File: config.mk
export PLATFORM = sky130hd
export DESIGN_NAME = lmc3_cmp
export DESIGN_NICKNAME = d
export VERILOG_FILES = /design/src/rtl/core/local_minimum_counter_3x3_assert.svh /design/src/rtl/core/lmc3_pkg.sv /design/src/rtl/core/lmc3_cmp.sv
export SDC_FILE = /design/constraint.sdc
export NUM_CORES = 1
export LEC_CHECK = 0
export BUFFER_PORTS_ARGS = -buffer_cell sky130_fd_sc_hd__buf_4
export CAP_MARGIN = 30
export CORE_UTILIZATION = 46
export DETAILED_ROUTE_END_ITERATION = 8
export PLACE_DENSITY = 0.88
export SETUP_SLACK_MARGIN = 0.02
export SLEW_MARGIN = 20
export SYNTH_ARGS = -nofsm -noshare
export SYNTH_HDL_FRONTEND = slang
export SYNTH_SLANG_ARGS = --single-unit
File: constraint.sdc
create_clock -name vclk -period 5.7
set_clock_uncertainty 0.1 [all_clocks]
set_input_delay 1.14 -clock vclk [all_inputs]
set_output_delay 1.14 -clock vclk [all_outputs]
set_load 0.03 [all_outputs]
File: src/rtl/core/local_minimum_counter_3x3_assert.svh
// assertion macros for the local minimum counter
// used by local_minimum_counter_3x3.sv, no other dependencies
`ifndef LOCAL_MINIMUM_COUNTER_3X3_ASSERT_SVH
`define LOCAL_MINIMUM_COUNTER_3X3_ASSERT_SVH

// same-cycle implication
`define LMC3_ASSERT_IMPL(name, clk, rst_n, ante, cons) \
	name: assert property (@(posedge clk) disable iff (!rst_n) (ante) |-> (cons)) \
		else $error("lmc3: implication failed");

// next-cycle implication
`define LMC3_ASSERT_NEXT(name, clk, rst_n, ante, cons) \
	name: assert property (@(posedge clk) disable iff (!rst_n) (ante) |=> (cons)) \
		else $error("lmc3: next-cycle check failed");

`endif

File: src/rtl/core/lmc3_pkg.sv
// shared types and constants for the local minimum counter
// no dependencies
`default_nettype none

package lmc3_pkg;

	localparam int SAMPLE_W  = 16;
	localparam int COUNT_W   = 21;
	localparam int CFG_W     = 11;
	localparam int CFG_IDX_W = 1;
	localparam int INC_W     = 3;

	// register indexes
	localparam logic [CFG_IDX_W-1:0] REG_FRAME_COLS = 1'd0;
	localparam logic [CFG_IDX_W-1:0] REG_FRAME_ROWS = 1'd1;

	// one stored element: sample plus disqualify mark
	typedef struct packed {
		logic                       mark;
		logic signed [SAMPLE_W-1:0] value;
	} entry_t;

	// which neighbours exist for the incoming sample
	typedef struct packed {
		logic has_left;
		logic has_up;
		logic has_right;
	} nbr_t;

endpackage

`default_nettype wire

File: src/rtl/core/lmc3_cmp.sv
// neighbour compare for one incoming sample: marks, own mark, new-mark count
// depends on lmc3_pkg
`default_nettype none

module lmc3_cmp (
	input  wire logic signed [lmc3_pkg::SAMPLE_W-1:0] sample,
	input  wire lmc3_pkg::nbr_t                       nbr,
	input  wire lmc3_pkg::entry_t                     left,
	input  wire lmc3_pkg::entry_t                     up_l,
	input  wire lmc3_pkg::entry_t                     up_m,
	input  wire lmc3_pkg::entry_t                     up_r,
	output lmc3_pkg::entry_t                          left_upd,
	output lmc3_pkg::entry_t                          up_m_upd,
	output lmc3_pkg::entry_t                          up_r_upd,
	output logic                                      own,
	output logic [lmc3_pkg::INC_W-1:0]                inc
);
	import lmc3_pkg::*;

	logic use_l, use_ul, use_um, use_ur;
	logic set_l, set_ul, set_um, set_ur;
	logic own_l, own_ul, own_um, own_ur;

	always_comb begin
		use_l  = nbr.has_left;
		use_ul = nbr.has_left && nbr.has_up;
		use_um = nbr.has_up;
		use_ur = nbr.has_up && nbr.has_right;

		// neighbour loses when it is not strictly smaller, i.e. nv >= s
		set_l  = use_l  && !left.mark && (left.value >= sample);
		set_ul = use_ul && !up_l.mark && (up_l.value >= sample);
		set_um = use_um && !up_m.mark && (up_m.value >= sample);
		set_ur = use_ur && !up_r.mark && (up_r.value >= sample);

		own_l  = use_l  && (sample >= left.value);
		own_ul = use_ul && (sample >= up_l.value);
		own_um = use_um && (sample >= up_m.value);
		own_ur = use_ur && (sample >= up_r.value);
		own    = own_l || own_ul || own_um || own_ur;

		// the upper-left element has no later neighbour, only its count matters
		left_upd = '{mark: left.mark | set_l,  value: left.value};
		up_m_upd = '{mark: up_m.mark | set_um, value: up_m.value};
		up_r_upd = '{mark: up_r.mark | set_ur, value: up_r.value};

		inc = INC_W'(own) + INC_W'(set_l) + INC_W'(set_ul) + INC_W'(set_um)
			+ INC_W'(set_ur);
	end

endmodule

`default_nettype wire

======== Word level (Yosys, flattened, before mapping) ========
Cells that the tools add are included.
word-level totals
  bits in registers ....................... 0
  input port bits ......................... 87
  output and inout port bits .............. 55
cells by class
  add/subtract/negate cells ............... 4
  $lt $le $gt $ge ......................... 8
  bitwise logic cells ..................... 3
  reduce and logical (&&, ||, !) cells .... 21
operator list
  cell                                    number
  16-bit greater-or-equal comparator      8
  1-bit logical AND                       14
  3-bit by 1-bit adder with 3-bit output  2
  1-bit logical NOT                       4
  2-bit by 1-bit adder with 3-bit output  1
  1-bit logical OR                        3
  1-bit OR                                3
  1-bit by 1-bit adder with 2-bit output  1

======== Depth between registers and ports, before layout ========
Gate-level depths: netlist of the first run.
  depth after elaboration ................. 9
  gate-level depth with buffers ........... 12
  mapped depth without buffers ............ 12

======== Least setup slack after synthesis of the first run ========
No wires, ideal clock.
  path type ............................... input port to output port
  start ................................... input up_r[15] (netlist name)
  end ..................................... output inc[1] (netlist name)
  arrival ................................. 3950 ps
  required time ........................... 4460 ps
  path slack .............................. 510 ps
  stages .................................. 12
  path buffers ............................ 0
  cells stage by stage .................... inv_1 > ha_1 > nand4_2 > nor4_2 > nand2b_1 > nor4_1 > or3_1 > and4_1 > fa_1 > fa_1 > inv_1 > ha_1
on the way
  longest elaborated chain between the ends .. 7
ends and longest elaborated chain
  what                                        line            RTL
  start: declaration                          lmc3_cmp.sv:11  input wire lmc3_pkg::entry_t up_r,
  16-bit greater-or-equal comparator          lmc3_cmp.sv:39  own_ur = use_ur && (sample >= up_r.value);
  1-bit logical AND                           lmc3_cmp.sv:39
  1-bit logical OR                            lmc3_cmp.sv:40  own = own_l || own_ul || own_um || own_ur;
  1-bit by 1-bit adder with 2-bit output      lmc3_cmp.sv:47  inc = INC_W'(own) + INC_W'(set_l) + INC_W'(set_ul) + INC_W'(set_um)
  2-bit by 1-bit adder with 3-bit output      lmc3_cmp.sv:47
  3-bit by 1-bit adder with 3-bit output      lmc3_cmp.sv:47
  3-bit by 1-bit adder with 3-bit output (*)  lmc3_cmp.sv:48  + INC_W'(set_ur);
  end: declaration                            lmc3_cmp.sv:16  output logic [lmc3_pkg::INC_W-1:0] inc
Mark *: on every way between the ends. The rest lies on a longest branch, timed or not.

======== Worst setup path in the final report of the first run ========
  start ................................... input sample[15] (netlist name)
  end ..................................... output inc[1] (netlist name)
on the way
  longest elaborated chain between the ends .. 9
ends and longest elaborated chain
  what                                                          line                            RTL
  start: declaration                                            lmc3_cmp.sv:6                   input wire logic signed [lmc3_pkg::SAMPLE_W-1:0] sample,
  16-bit greater-or-equal comparator, on equally long branches  lmc3_cmp.sv:36, lmc3_cmp.sv:37
  1-bit logical AND, on equally long branches                   lmc3_cmp.sv:36, lmc3_cmp.sv:37
  1-bit logical OR (3 in series)                                lmc3_cmp.sv:40
  1-bit by 1-bit adder with 2-bit output                        lmc3_cmp.sv:47
  2-bit by 1-bit adder with 3-bit output                        lmc3_cmp.sv:47
  3-bit by 1-bit adder with 3-bit output                        lmc3_cmp.sv:47
  3-bit by 1-bit adder with 3-bit output (*)                    lmc3_cmp.sv:48
Marked as above.

==> flow_summary.json, run 1 <==
{
  "layout_commonest_cell": "buf_4",
  "top_layer": "met4",
  "final_nets": 567,
  "hp-class": "in2out",
  "firstDrtPassIters": 4,
  "vdd_drop_max_v": 0.0000470,
  "crit_path_start_kind": "primary input",
  "seqCellArea_um2": 0,
  "total_power_mw": 0.294,
  "max_freq_mhz": 182,
  "core.rowCount": 25,
  "worstPathMaxFanout": 5,
  "worst_slack_ns": 0.211,
  "drc": 0,
  "numPortBuffers": 142,
  "postSynthAreaPerCell_um2": 7.25,
  "synth_area_um2": 2290,
  "num_vias": 2458,
  "setup_tns_ns": 0,
  "n_fill_cell": 427,
  "rsz0062_at_grt": "false",
  "dieArea_um2": 5270,
  "arrival_ns": 4.25,
  "wl_per_cell_um": 13.5,
  "io_pins": 142,
  "synthCells": 316,
  "die_h_um": 72.6,
  "drv_cap": 0,
  "grt_overflow": 0,
  "p_leak_nw": 1.85,
  "coreArea_um2": 4750,
  "slew_violations": 0,
  "antenna_found_initial": 0,
  "die_x_um": 72.6,
  "synth.distinct_cells": 44,
  "cp_slowest_cell": "fa_1",
  "crit_type": "in2out",
  "hpwl_mm": 5.80,
  "start_util": 0.482,
  "routed_wl_mm": 6.43,
  "finalCritPeriodShare": 0.963,
  "antenna_left": 0,
  "cp.required_ns": 4.46,
  "status": "complete, no violations",
  "tightest_slew_ns": 0.362,
  "areaGrowthSynthToFinish_pct": 37.1,
  "flops_and_latches": 0,
  "drt_iter0_markers": 78,
  "ctsHoldBuffers": 0,
  "grt_pass1_wl_mm": 9.65,
  "track_usage": 0.225,
  "yosysSeqAreaShare": 0,
  "place_congestion": 0.889,
  "dpl_worst_slack_ns": 0.0792,
  "dr_wl_met3_um": 367,
  "wl_met1_mm": 2.50,
  "hold_viol_final": 0,
  "ys_warn_count": 0,
  "synthesis.nets": 470,
  "grt_max_degree": 8,
  "post_drt_via_cell_ratio": 5.14,
  "most-common-layout-cells": "143 x buf_4, 64 x inv_1, 64 x ha_1",
  "multi_input_area_um2": 1740,
  "grt_pass1_vias": 2338,
  "cp_slowest_stage_delay_ns": 0.42,
  "end_kind": "primary output",
  "critPathBufInv": 3,
  "slew-limit-headroom": 0.756,
  "layout-drive-gt1-share": 0.377,
  "setup_violations": 0,
  "critical-path-top-delay-family": "adder cells",
  "powerDensity_nw_per_um2": 93.7,
  "diodes": 0,
  "path_cells": "buf_4, ha_1, nand4_1, nor4_2, a21bo_2, a31o_1, o211ai_2, and4_1, fa_1, fa_1, inv_1, ha_1, buf_4",
  "nClkBuffers": 0,
  "dr_wl_met2_mm": 3.50,
  "finalCriticalPeriod_ns": 5.49
}
cell type report:
class / instances / area share
multi-input combinational: 204 / 0.555
timing repair buffer: 143 / 0.342
tap: 67 / 0.0267
inverter: 64 / 0.0765
layer usage:
layer  global-route usage  up-vias
met2                0.463       99
met1                0.250     1108
met5                    0        -
li1                     -     1243
met3               0.0193        8
met4               0.0349        0
repair_timing:
item / in CTS / in global routing
endpoints found under the hold margin: 0 / 0
gates resized for setup: 0 / 8
buffers inserted: 0 / 0
setup endpoints to repair: 0 / 2
cells in the mapped netlist, drive strengths merged:
| cell type | instances | share of area |
|---|---|---|
| xor2 | 1 | 0.0038 |
| a21boi | 1 | 0.0033 |
| nor3 | 1 | 0.0022 |
| nand4 | 14 | 0.041 |
| a21bo | 1 | 0.0044 |
| and2 | 1 | 0.0027 |
| o21ai | 11 | 0.024 |
| or4 | 1 | 0.0033 |
| ha | 65 | 0.35 |
| o211ai | 3 | 0.012 |
| o2111ai | 1 | 0.0038 |
| a2111o | 1 | 0.0049 |
| or2 | 1 | 0.0027 |
| mux2i | 1 | 0.0044 |
| nand3 | 4 | 0.0087 |
| o21a | 1 | 0.0033 |
| nor2b | 7 | 0.022 |
| a31oi | 1 | 0.0027 |
| buf | 48 | 0.16 |
| nand2b | 7 | 0.019 |
| a31o | 1 | 0.0038 |
| a21oi | 26 | 0.057 |
| inv | 64 | 0.10 |
| nor4 | 6 | 0.019 |
| a311o | 1 | 0.0044 |
| a21o | 4 | 0.013 |
| a221oi | 1 | 0.0038 |
| fa | 2 | 0.017 |
| nand2 | 18 | 0.029 |
| o211a | 1 | 0.0044 |
| and4 | 3 | 0.011 |
| or3 | 2 | 0.0055 |
| a41o | 1 | 0.0044 |
| nand3b | 4 | 0.013 |
| o31ai | 2 | 0.0066 |
| and2b | 1 | 0.0038 |
| nor2 | 6 | 0.0098 |
| o21bai | 1 | 0.0033 |
| o221ai | 1 | 0.0038 |
per-stage QoR:
step | instances | util | hold slack (ns) | instance area [um^2]
floorplan | 316 | - | 2.31 | 2290
global placement | 478 | 0.649 | 2.41 | 3090
detailed placement | 478 | 0.649 | 2.41 | 3090
CTS | 478 | 0.649 | 2.41 | 3090
global route | 478 | 0.661 | 2.41 | 3140
finish | 478 | 0.661 | 2.41 | 3140
power breakdown:
group | internal, mW | switching [mW] | total (mW) | leakage, nW
Sequential | 0 | 0 | 0 | 0
Clock | 0 | 0 | 0 | 0
Combinational | 0.131 | 0.163 | 0.294 | 1.85
Total | 0.131 | 0.163 | 0.294 | 1.85
logic make-up after synthesis:
| group | Yosys count | share of synthesized area |
|---|---|---|
| buffers and inverters | 112 | 0.262 |
| and+or+nand+nor | 76 | 0.194 |
| adders and majority gates | 67 | 0.372 |
| AOI/OAI and AO/OA | 59 | 0.163 |
| xor gates and xnor gates | 1 | 0.00382 |
| muxes | 1 | 0.00437 |
final timing paths:
check             startpoint  slack (ns)      endpoint  cells past startpoint
setup / recovery  sample[15]        0.21        inc[1]                     13
hold / removal      up_m[11]        2.41  up_m_upd[11]                      2
Note: power is estimated with default switching activity, not from simulation.
==> run 2: changes to the inputs <==
Settings changed: RECOVER_POWER set to 25.
==> flow_summary.json, run 2 (synthesis results as in run 1) <==
{
  "status": "complete, no violations",
  "place_congestion": 0.889,
  "power_frac_seq": 0,
  "coreArea_um2": 4750,
  "slew_violations": 0,
  "die_h_um": 72.6,
  "finalCriticalPeriod_ns": 5.50,
  "hpwl_mm": 5.80,
  "grt_max_degree": 8,
  "flops_and_latches": 0,
  "whs_path_depth": 2,
  "powerDensity_nw_per_um2": 93.9,
  "antenna_left": 0,
  "setup_tns_ns": 0,
  "swShare": 0.561,
  "final_nets": 567,
  "firstDrtPassIters": 4,
  "crit_type": "in2out",
  "hp-class": "in2out",
  "seqCellArea_um2": 0,
  "grt_pass1_wl_mm": 9.65,
  "utilization": 0.651,
  "setup_violations": 0,
  "hold_viol_final": 0,
  "post_drt_via_cell_ratio": 5.15,
  "max_freq_mhz": 182,
  "core.rowCount": 25,
  "areaGrowthSynthToFinish_pct": 35.0,
  "layout_commonest_cell": "buf_4",
  "diodes": 0,
  "wl_per_cell_um": 13.5,
  "track_usage": 0.225,
  "vdd_drop_max_v": 0.0000472,
  "most-common-layout-cells": "130 x buf_4, 64 x inv_1, 64 x ha_1",
  "grt_overflow": 0,
  "die_x_um": 72.6,
  "arrival_ns": 4.26,
  "io_pins": 142,
  "drv_cap": 0,
  "antenna_found_initial": 0,
  "p_int_mw": 0.127,
  "nClkBuffers": 0,
  "finalCritPeriodShare": 0.965,
  "worstPathMaxFanout": 5,
  "clockPowerShare": 0,
  "num_vias": 2461,
  "crit_path_start_kind": "primary input",
  "p_switching_mw": 0.163,
  "dieArea_um2": 5270,
  "grt_pass1_vias": 2338,
  "rsz0062_at_grt": "false",
  "start_util": 0.482,
  "routed_wl_mm": 6.44,
  "slew-limit-headroom": 0.756,
  "drt_iter0_markers": 84,
  "combPwrFrac": 1.000,
  "drc": 0,
  "ctsHoldBuffers": 0,
  "layout-drive-gt1-share": 0.345,
  "cp.required_ns": 4.46,
  "end_kind": "primary output",
  "p_leak_nw": 1.81,
  "tightest_slew_ns": 0.362,
  "numPortBuffers": 142
}
run 2: worst paths after layout:
| check | slack (ns) | start | end |
|---|---|---|---|
| worst max-delay path | 0.20 | sample[15] | inc[1] |
| worst min-delay path | 2.41 | up_m[12] | up_m_upd[12] |
run 2: timing repair:
action	4_1_cts	5_1_grt
setup endpoints to repair	0	2
buffers inserted	0	0
resized for setup	0	8
run 2: layout make-up:
class | count | area, um^2
fillers | 446 | 1660
repair buffers | 143 | 1020
inverters | 64 | 240
well taps | 67 | 83.8
multi-input cells | 204 | 1740
run 2: metal layers:
metal / share of wire / track usage / vias to the layer above
met1: 0.39 / 0.250 / 1112
met5: 0 / 0 / -
met3: 0.056 / 0.0193 / 8
li1: - / - / 1242
met4: 0.010 / 0.0349 / 0
met2: 0.54 / 0.463 / 99
run 2: metrics by stage:
stage | cells | cell area [um^2] | total power [mW] | worst slack (ns) | hold slack [ns]
2_1_floorplan | 316 | 2290 | 0.187 | 0.510 | 2.31
3_3_place_gp | 478 | 3090 | 0.279 | 0.104 | 2.41
3_5_place_dp | 478 | 3090 | 0.287 | 0.0792 | 2.41
4_1_cts | 478 | 3090 | 0.289 | 0.0791 | 2.41
5_1_grt | 478 | 3090 | 0.318 | 0.0324 | 2.42
6_report | 478 | 3090 | 0.290 | 0.201 | 2.41
run 2: power groups by stage:
stage | sequential, mW | combinational [mW] | clock (mW)
detailed placement | 0 | 0.287 | 0
finish | 0 | 0.290 | 0
CTS | 0 | 0.289 | 0
global route | 0 | 0.318 | 0
floorplan | 0 | 0.187 | 0
global placement | 0 | 0.279 | 0
run 2: worst max-delay path, cell delays in order:
cell      delay (ns)
buf_4           0.14
ha_1            0.39
nand4_1         0.19
nor4_2          0.24
a21bo_2         0.29
a31o_1          0.23
o211ai_2        0.09
and4_1          0.27
fa_1            0.43
fa_1            0.42
inv_1           0.06
ha_1            0.21
buf_4           0.17
